File: config.mk
export PLATFORM = sky130hd
export DESIGN_NAME = id3v2_text_frame_extractor
export DESIGN_NICKNAME = d
export VERILOG_FILES = /design/src/design/id3_pkg.sv /design/src/design/id3_parser.sv /design/src/design/id3_result_queue.sv /design/src/design/id3v2_text_frame_extractor.sv
export SDC_FILE = /design/constraint.sdc
export NUM_CORES = 1
export LEC_CHECK = 0
export BUFFER_PORTS_ARGS = -buffer_cell sky130_fd_sc_hd__clkbuf_2
export CAP_MARGIN = 40
export CORE_UTILIZATION = 30
export DETAILED_ROUTE_END_ITERATION = 10
export GPL_ROUTABILITY_DRIVEN = 0
export SYNTH_ARGS = -nofsm -noshare
export SYNTH_HDL_FRONTEND = slang
export SYNTH_HIERARCHICAL = 1
export SYNTH_SLANG_ARGS = --single-unit
File: constraint.sdc
create_clock -name clk_i -period 6.19 [get_ports clk_i]
set_input_delay 0.3095 -clock clk_i [delete_from_list [all_inputs] [get_ports clk_i]]
set_output_delay 0.3095 -clock clk_i [all_outputs]
set_load 0.03 [all_outputs]
File: src/design/id3_pkg.sv
`default_nettype none

package id3_pkg;

  typedef enum logic [2:0] {
    PhMarker,
    PhVerFlags,
    PhTagSize,
    PhFrameHdr,
    PhText,
    PhSkip,
    PhDone
  } phase_e;

  typedef enum logic [1:0] {
    RkText     = 2'd0,
    RkEnd      = 2'd1,
    RkNoTag    = 2'd2,
    RkFinished = 2'd3
  } result_kind_e;

  localparam logic [2:0] FieldTitle   = 3'd0;
  localparam logic [2:0] FieldArtist  = 3'd1;
  localparam logic [2:0] FieldAlbum   = 3'd2;
  localparam logic [2:0] FieldYear    = 3'd3;
  localparam logic [2:0] FieldComment = 3'd4;
  localparam logic [2:0] FieldNone    = 3'd7;

  localparam logic [31:0] IdTit2 = 32'h54495432;
  localparam logic [31:0] IdTpe1 = 32'h54504531;
  localparam logic [31:0] IdTalb = 32'h54414C42;
  localparam logic [31:0] IdTyer = 32'h54594552;
  localparam logic [31:0] IdTdrc = 32'h54445243;
  localparam logic [31:0] IdComm = 32'h434F4D4D;

  localparam logic [29:0] FrameHdrLen   = 30'd10;
  localparam logic [3:0]  MarkerLen     = 4'd3;
  localparam logic [3:0]  VerFlagsLen   = 4'd3;
  localparam logic [3:0]  SizeLen       = 4'd4;
  localparam logic [3:0]  HdrSizeFirst  = 4'd4;
  localparam logic [3:0]  HdrSizeLast   = 4'd7;
  localparam logic [3:0]  HdrLastIdx    = 4'd9;

  typedef struct packed {
    result_kind_e kind;
    logic [2:0]   field;
    logic [7:0]   text;
    logic         last;
  } result_t;

  // Up to two results caused by one input word, in order.
  typedef struct packed {
    logic [1:0] count;
    result_t    first;
    result_t    second;
  } pair_t;

  typedef struct packed {
    phase_e      phase;
    logic [3:0]  byte_index;
    logic [27:0] tag_length;
    logic [29:0] tag_consumed;
    logic [31:0] frame_tag;
    logic [27:0] payload_left;
    logic [2:0]  current_field;
    logic        text_stopped;
  } parse_state_t;

  localparam parse_state_t ParseReset = '{phase: PhMarker, default: '0};

  function automatic logic [7:0] marker_byte(input logic [1:0] idx);
    logic [7:0] res;
    unique case (idx)
      2'd0:    res = 8'h49;
      2'd1:    res = 8'h44;
      2'd2:    res = 8'h33;
      default: res = 8'h00;
    endcase
    return res;
  endfunction

  function automatic logic [2:0] classify(input logic [31:0] id);
    logic [2:0] res;
    if (id == IdTit2) begin
      res = FieldTitle;
    end else if (id == IdTpe1) begin
      res = FieldArtist;
    end else if (id == IdTalb) begin
      res = FieldAlbum;
    end else if (id == IdTyer || id == IdTdrc) begin
      res = FieldYear;
    end else if (id == IdComm) begin
      res = FieldComment;
    end else begin
      res = FieldNone;
    end
    return res;
  endfunction

  function automatic result_t make_result(input result_kind_e kind, input logic [2:0] field,
                                          input logic [7:0] text);
    result_t res;
    res.kind  = kind;
    res.field = field;
    res.text  = text;
    res.last  = 1'b0;
    return res;
  endfunction

endpackage

`default_nettype wire

File: src/design/id3_parser.sv
`default_nettype none

module id3_parser (
  input  wire logic           clk_i,
  input  wire logic           rst_ni,
  input  wire logic           accept_i,
  input  wire logic [7:0]     data_byte_i,
  input  wire logic           start_of_file_i,
  output id3_pkg::pair_t      pair_o
);
  import id3_pkg::*;

  parse_state_t state_q, state_d;

  parse_state_t cur;
  parse_state_t nxt;
  result_t      r0, r1;
  logic [1:0]   n;
  logic [27:0]  pl_dec;
  logic [2:0]   kind;
  logic         stopped;

  always_comb begin
    cur     = start_of_file_i ? ParseReset : state_q;
    nxt     = cur;
    r0      = make_result(RkText, FieldTitle, 8'd0);
    r1      = make_result(RkText, FieldTitle, 8'd0);
    n       = 2'd0;
    pl_dec  = cur.payload_left - 28'd1;
    kind    = classify(cur.frame_tag);
    stopped = cur.text_stopped;

    unique case (cur.phase)
      PhMarker: begin
        if (data_byte_i != marker_byte(cur.byte_index[1:0])) begin
          r0        = make_result(RkNoTag, FieldTitle, 8'd0);
          n         = 2'd1;
          nxt.phase = PhDone;
        end else if (cur.byte_index + 4'd1 >= MarkerLen) begin
          nxt.phase      = PhVerFlags;
          nxt.byte_index = '0;
        end else begin
          nxt.byte_index = cur.byte_index + 4'd1;
        end
      end
      PhVerFlags: begin
        if (cur.byte_index + 4'd1 >= VerFlagsLen) begin
          nxt.phase      = PhTagSize;
          nxt.byte_index = '0;
          nxt.tag_length = '0;
        end else begin
          nxt.byte_index = cur.byte_index + 4'd1;
        end
      end
      PhTagSize: begin
        nxt.tag_length = {cur.tag_length[20:0], data_byte_i[6:0]};
        if (cur.byte_index + 4'd1 >= SizeLen) begin
          nxt.phase        = PhFrameHdr;
          nxt.byte_index   = '0;
          nxt.tag_consumed = '0;
        end else begin
          nxt.byte_index = cur.byte_index + 4'd1;
        end
      end
      PhFrameHdr: begin
        nxt.byte_index = cur.byte_index + 4'd1;
        if (cur.byte_index == 4'd0) begin
          if (cur.tag_consumed >= {2'b00, cur.tag_length} || data_byte_i == 8'd0) begin
            r0             = make_result(RkFinished, FieldTitle, 8'd0);
            n              = 2'd1;
            nxt.phase      = PhDone;
            nxt.byte_index = cur.byte_index;
          end else begin
            nxt.frame_tag = {24'd0, data_byte_i};
          end
        end else if (cur.byte_index < HdrSizeFirst) begin
          nxt.frame_tag = {cur.frame_tag[23:0], data_byte_i};
        end else if (cur.byte_index == HdrSizeFirst) begin
          nxt.payload_left = {21'd0, data_byte_i[6:0]};
        end else if (cur.byte_index <= HdrSizeLast) begin
          nxt.payload_left = {cur.payload_left[20:0], data_byte_i[6:0]};
        end else if (cur.byte_index == HdrLastIdx) begin
          nxt.tag_consumed = cur.tag_consumed + FrameHdrLen + {2'b00, cur.payload_left};
          nxt.byte_index   = '0;
          if (kind != FieldNone) begin
            nxt.current_field = kind;
            nxt.text_stopped  = 1'b0;
            if (cur.payload_left == '0) begin
              r0 = make_result(RkEnd, kind, 8'd0);
              n  = 2'd1;
            end else begin
              nxt.phase = PhText;
            end
          end else if (cur.payload_left != '0) begin
            nxt.phase = PhSkip;
          end
        end
      end
      PhText: begin
        nxt.payload_left = pl_dec;
        if (cur.byte_index == 4'd0) begin
          // The first payload byte is the text encoding and is not passed on.
          nxt.byte_index = 4'd1;
        end else if (!stopped) begin
          n = 2'd1;
          if (data_byte_i != 8'd0) begin
            r0 = make_result(RkText, cur.current_field, data_byte_i);
          end else begin
            r0      = make_result(RkEnd, cur.current_field, 8'd0);
            stopped = 1'b1;
          end
        end
        if (pl_dec == '0) begin
          if (!stopped) begin
            if (n == 2'd0) begin
              r0 = make_result(RkEnd, cur.current_field, 8'd0);
            end else begin
              r1 = make_result(RkEnd, cur.current_field, 8'd0);
            end
            n       = n + 2'd1;
            stopped = 1'b1;
          end
          nxt.phase      = PhFrameHdr;
          nxt.byte_index = '0;
        end
        nxt.text_stopped = stopped;
      end
      PhSkip: begin
        nxt.payload_left = pl_dec;
        if (pl_dec == '0) begin
          nxt.phase      = PhFrameHdr;
          nxt.byte_index = '0;
        end
      end
      PhDone: begin
      end
      default: begin
      end
    endcase

    if (n == 2'd1) begin
      r0.last = 1'b1;
    end else if (n == 2'd2) begin
      r1.last = 1'b1;
    end

    pair_o.count  = n;
    pair_o.first  = r0;
    pair_o.second = r1;

    state_d = accept_i ? nxt : state_q;
  end

  always_ff @(posedge clk_i or negedge rst_ni) begin
    if (!rst_ni) begin
      state_q <= ParseReset;
    end else begin
      state_q <= state_d;
    end
  end

endmodule

`default_nettype wire

File: src/design/id3_result_queue.sv
`default_nettype none

module id3_result_queue (
  input  wire logic           clk_i,
  input  wire logic           rst_ni,
  input  wire logic           push_i,
  input  wire id3_pkg::pair_t pair_i,
  output logic                full_o,
  output logic                out_valid_o,
  input  wire logic           out_ready_i,
  output id3_pkg::result_t    result_o
);
  import id3_pkg::*;

  pair_t      slot_q [2];
  logic       wr_q, wr_d;
  logic       rd_q, rd_d;
  logic       sub_q, sub_d;
  logic [1:0] cnt_q, cnt_d;
  pair_t      head;
  logic       pop;
  logic       take;

  always_comb begin
    head        = slot_q[rd_q];
    result_o    = sub_q ? head.second : head.first;
    out_valid_o = (cnt_q != 2'd0);
    full_o      = (cnt_q == 2'd2);
    take        = out_valid_o && out_ready_i;
    // A pair leaves once its final word has been taken.
    pop         = take && result_o.last;

    wr_d  = push_i ? ~wr_q : wr_q;
    rd_d  = pop ? ~rd_q : rd_q;
    sub_d = sub_q;
    if (pop) begin
      sub_d = 1'b0;
    end else if (take) begin
      sub_d = 1'b1;
    end
    cnt_d = cnt_q + {1'b0, push_i} - {1'b0, pop};
  end

  always_ff @(posedge clk_i or negedge rst_ni) begin
    if (!rst_ni) begin
      wr_q  <= 1'b0;
      rd_q  <= 1'b0;
      sub_q <= 1'b0;
      cnt_q <= 2'd0;
    end else begin
      wr_q  <= wr_d;
      rd_q  <= rd_d;
      sub_q <= sub_d;
      cnt_q <= cnt_d;
    end
  end

  always_ff @(posedge clk_i) begin
    if (push_i) begin
      slot_q[wr_q] <= pair_i;
    end
  end

endmodule

`default_nettype wire

File: src/design/id3v2_text_frame_extractor.sv
// ID3v2 text frame extractor.
// The input channel (in_valid_i / in_ready_o) carries one file byte per word, with
// start_of_file_i set on the first byte of each file; the first byte after reset is
// also taken as the start of a file. The output channel (out_valid_o / out_ready_i)
// carries result words: text bytes of the title, artist, album, year and comment
// frames, end-of-field marks, a missing-marker error and a tag-finished mark.
// last_result_o flags the final result word caused by a given input byte.
// Each input byte is parsed in the cycle it is accepted, and its results (one or two,
// if any) are written as one entry into a two-entry result queue. The results are
// registered in the queue before they appear on the output.
// Throughput is one input byte per cycle as long as the output keeps up; a byte that
// causes two results holds the output for both words, so the sustained rate is
// bounded by the result count, not by the parser.
// in_ready_o drops only when both queue entries are occupied, so a new byte is still
// taken while one result entry waits on a stalled receiver.
// Reset empties the queue and returns the parser to looking for the "ID3" marker.
`default_nettype none

module id3v2_text_frame_extractor (
  input  wire logic       clk_i,
  input  wire logic       rst_ni,
  input  wire logic       in_valid_i,
  output logic            in_ready_o,
  input  wire logic [7:0] data_byte_i,
  input  wire logic       start_of_file_i,
  output logic            out_valid_o,
  input  wire logic       out_ready_i,
  output logic [1:0]      result_kind_o,
  output logic [2:0]      field_kind_o,
  output logic [7:0]      text_byte_o,
  output logic            last_result_o
);
  import id3_pkg::*;

  logic    accept;
  logic    full;
  pair_t   pair;
  result_t result;

  assign in_ready_o = !full;
  assign accept     = in_valid_i && in_ready_o;

  id3_parser u_parser (
    .clk_i          (clk_i),
    .rst_ni         (rst_ni),
    .accept_i       (accept),
    .data_byte_i    (data_byte_i),
    .start_of_file_i(start_of_file_i),
    .pair_o         (pair)
  );

  id3_result_queue u_queue (
    .clk_i      (clk_i),
    .rst_ni     (rst_ni),
    .push_i     (accept && (pair.count != 2'd0)),
    .pair_i     (pair),
    .full_o     (full),
    .out_valid_o(out_valid_o),
    .out_ready_i(out_ready_i),
    .result_o   (result)
  );

  assign result_kind_o = result.kind;
  assign field_kind_o  = result.field;
  assign text_byte_o   = result.text;
  assign last_result_o = result.last;

endmodule

`default_nettype wire

==> metrics.csv <==
metric,value,unit
r2r_slack,1570,ps
first_pass_iters,7,
rows,76,
syn_area,13100,sq um
synth.avg_cell_area,9.22,sq um
cts.htree.levels,4,
tns,0,ps
clock_skew,15.6,ps
detail-route-antenna-nets,0,
ys_seq_area_share,38.3,%
post-place-cells,1974,
dpl.hpwl,28300,um
drc,0,
synth-compound-area-share,22.4,%
start_util,30.4,%
fin_hold_ws,202,ps
reg2reg_to,u_queue/slot_q[0][5],
hp-class,primary input to flop,
syn_inst,1426,
drive_gt1_share,8.30,%
synth_top_area_cell,dfrtp_1,
regArea,5030,sq um
final_nets,1517,
cp_max_fo,28,
die_y,211,um
antenna_found_initial,1,
whs_path_depth,3,
cp-start-kind,flop,
dp_slack,1250,ps
synthFlopType,dfrtp_1,
grt_pass1_vias,10700,
fmax,217,MHz
port_buffers,28,
postCtsSetupBuffers,0,
grt_remaining_overflow,0,
period_share,74.6,%
p_leak,0.00594,uW
cts_max_path_buffers,2,
crit_path_end_kind,flop,
status,finished clean,
cp.arrival,4730,ps
cts.sinks,190,
required,6300,ps
grt_start_max_net_pins,78,
synth_cell_types,88,
relSlewSlack,37.8,%
min_period,4620,ps
synthMuxAreaShare,3.23,%
hold_viol,0,
clock_latency,450,ps
routed_wl,39800,um
root_buffer,clkbuf_16,
hold_end,u_queue/cnt_q[1],
die_width,211,um
max_cap_viol_count,0,
synth_warnings,6,
core-area,43200,sq um
min_from,out_ready_i,
multi_input_area,7560,sq um
worst_pin_slew,927,ps
wl_per_cell,19.8,um
num_vias,11500,
final_cells,2008,
grt_use_total,17.9,%
boundaryPins,29,
ys_seq_elements,190,
nFillCells,4471,
routed_via_density,5.71,
synth_top_area_share,25.5,%
synth_edf_count,56,
wl_met3,3150,um
numCtsBuffers,17,
grt_pass1_wl,62500,um
synthAdderAreaFrac,9.10,%
areaGrowthSynthToFinish,10.0,%
cp-startpoint,u_parser/state_q[24],
worst_slack,1570,ps
cts_resized,0,
vdd_drop_max,0.238,mV
clk_pin_slew,80,ps
rsz0062_at_grt,no,
synth_area_leaders,"dfrtp_1 26%, edfxtp_1 13%, ha_1 8.9%, nand2_1 4.1%, o21ai_0 3.8%",
power_density,356,nW/um^2
maxUsedRoutingLayer,met4,
setup_viol,0,
wl_met1,18200,um
route.met2.wl,17300,um
dr.first_iter.drc_count,1333,
synthSimpleGateAreaFrac,20.3,%
critical_path_class,flop to flop,
synthXorXnorAreaFrac,2.13,%
async_reset_ff_share,70.5,%
slew_viol_final,0,
die-area,44700,sq um
r2r_start,u_parser/state_q[24],
rr_worst_depth,11,
tritoncts,built,
synth_top_family_by_area,compound AO/OA/AOI/OAI gates,
## cell type report
| class | count | area share [%] |
|---|---|---|
| sequential | 190 | 34.8 |
| inverter | 41 | 1.06 |
| multi-input combinational | 1107 | 52.3 |
| timing repair buffer | 52 | 2.57 |
| clock buffer | 17 | 2.94 |
| antenna | 1 | 0.0173 |
| clock inverter | 15 | 1.24 |
| tap | 585 | 5.06 |
## registers in the layout, indices dropped and copies added (netlist names)
register and flops:
u_queue/rd_q 1, u_queue/cnt_q 2, u_queue/slot_q 56, u_queue/wr_q 1, u_parser/state_q 129, u_queue/sub_q 1
## repair_timing
| item | 4_1_cts | 5_1_grt |
|---|---|---|
| setup endpoints to repair | 0 | 0 |
| hold endpoints to repair | 63 | 0 |
| hold buffers | 1 | 0 |
## cells by family (layout without fill, tap and decap cells)
group | count (synthesis) | after routing
buffers and inverters | 137 | 125
xor gates and xnor gates | 32 | 32
adders and majority gates | 95 | 95
AOI/OAI and AO/OA | 439 | 439
DFF | 190 | 190
and+or+nand+nor | 509 | 509
muxes | 23 | 23
other | 1 | 10
## synthesized netlist by cell type, types with 5 or more instances
master	instances
o21ai_0	99
buf_4	9
xnor2_1	16
ha_1	94
nor2b_1	64
inv_1	39
nor2_1	92
o21a_1	7
dfrtp_1	134
or3_1	6
nand2b_1	19
a21oi_1	97
nand2_1	145
a21o_1	18
xor2_1	16
a32oi_1	5
mux2i_1	6
and3_1	9
nor3_1	45
buf_2	8
a2111oi_0	11
edfxtp_1	56
a221oi_1	5
a211oi_1	9
clkbuf_1	66
and2_1	16
o211ai_1	10
a22oi_1	26
a221o_1	5
nor3b_1	13
nand3_1	22
a31oi_1	16
buf_1	9
o31ai_1	9
mux4_2	10
or4_1	9
o2bb2ai_1	19
nor4_1	23
o22ai_1	13
a22o_1	42
nand4_1	16
## per-layer routing
layer / vias to the layer above / GRT usage (%)
li1: 5298 / -
met3: 71 / 3.69
met5: - / 0
met4: 0 / 5.80
met1: 5571 / 25.5
met2: 518 / 27.1
## report_power, final
part / internal [uW] / switching (uW) / total (uW)
Clock: 550 / 576 / 1130
Combinational: 784 / 1370 / 2150
Sequential: 1520 / 359 / 1880
## worst max-delay path by stage
stage	depth (start not counted)	slack, ps	endpoint
6_report	11	1570	u_queue/slot_q[0][5]
5_1_grt	15	1240	u_queue/slot_q[0][10]
4_1_cts	11	1680	u_queue/slot_q[0][19]
3_5_place_dp	15	1250	u_queue/slot_q[0][6]
3_3_place_gp	18	1360	u_parser/state_q[91]
2_1_floorplan	20	300	u_queue/slot_q[0][0]
## placed cells by master, fill, tap and decap left out, types with 6 or more instances in the layout
master       n
o211ai_1    10
nor4_1      22
edfxtp_1    56
o2bb2ai_1   19
a2111oi_0   11
or3_1        6
mux2i_1      6
xnor2_1     16
o31ai_1      9
buf_4       19
ha_1        94
o21ai_0     99
nand2_1    145
clkbuf_16   17
o21a_1       7
a22o_1      42
inv_1       38
mux4_2      10
xor2_1      16
nor3b_1     13
nand2b_1    19
o22ai_1     13
nor2b_1     63
conb_1       9
nand4_1     16
clkbuf_2    26
nand3_1     22
a31oi_1     16
a22oi_1     26
nor2_1      92
a21oi_1     97
or4_1        9
and2_1      16
a21o_1      18
and3_1       9
nor3_1      44
dfrtp_1    134
a211oi_1     9
## worst max-delay path, stage by stage, from the launching register on
cell and delay (ps):
dfrtp_1 560, or4_1 750, or4_1 530, nor3_1 420, xnor2_1 220, nand2_1 100, nor4_1 270, nand3_1 480
nor2_1 220, o21a_1 220, nor2b_2 150, buf_4 350
## stage by stage
stage,total power (uW),instance area [sq um],utilization [%]
floorplan,3360,13200,-
CTS,5130,14500,33.5
global placement,3950,13800,31.9
finish,5150,14500,33.5
detailed placement,3990,13800,32.1
global route,5440,14500,33.5
Note: power is estimated with default switching activity, not from simulation.
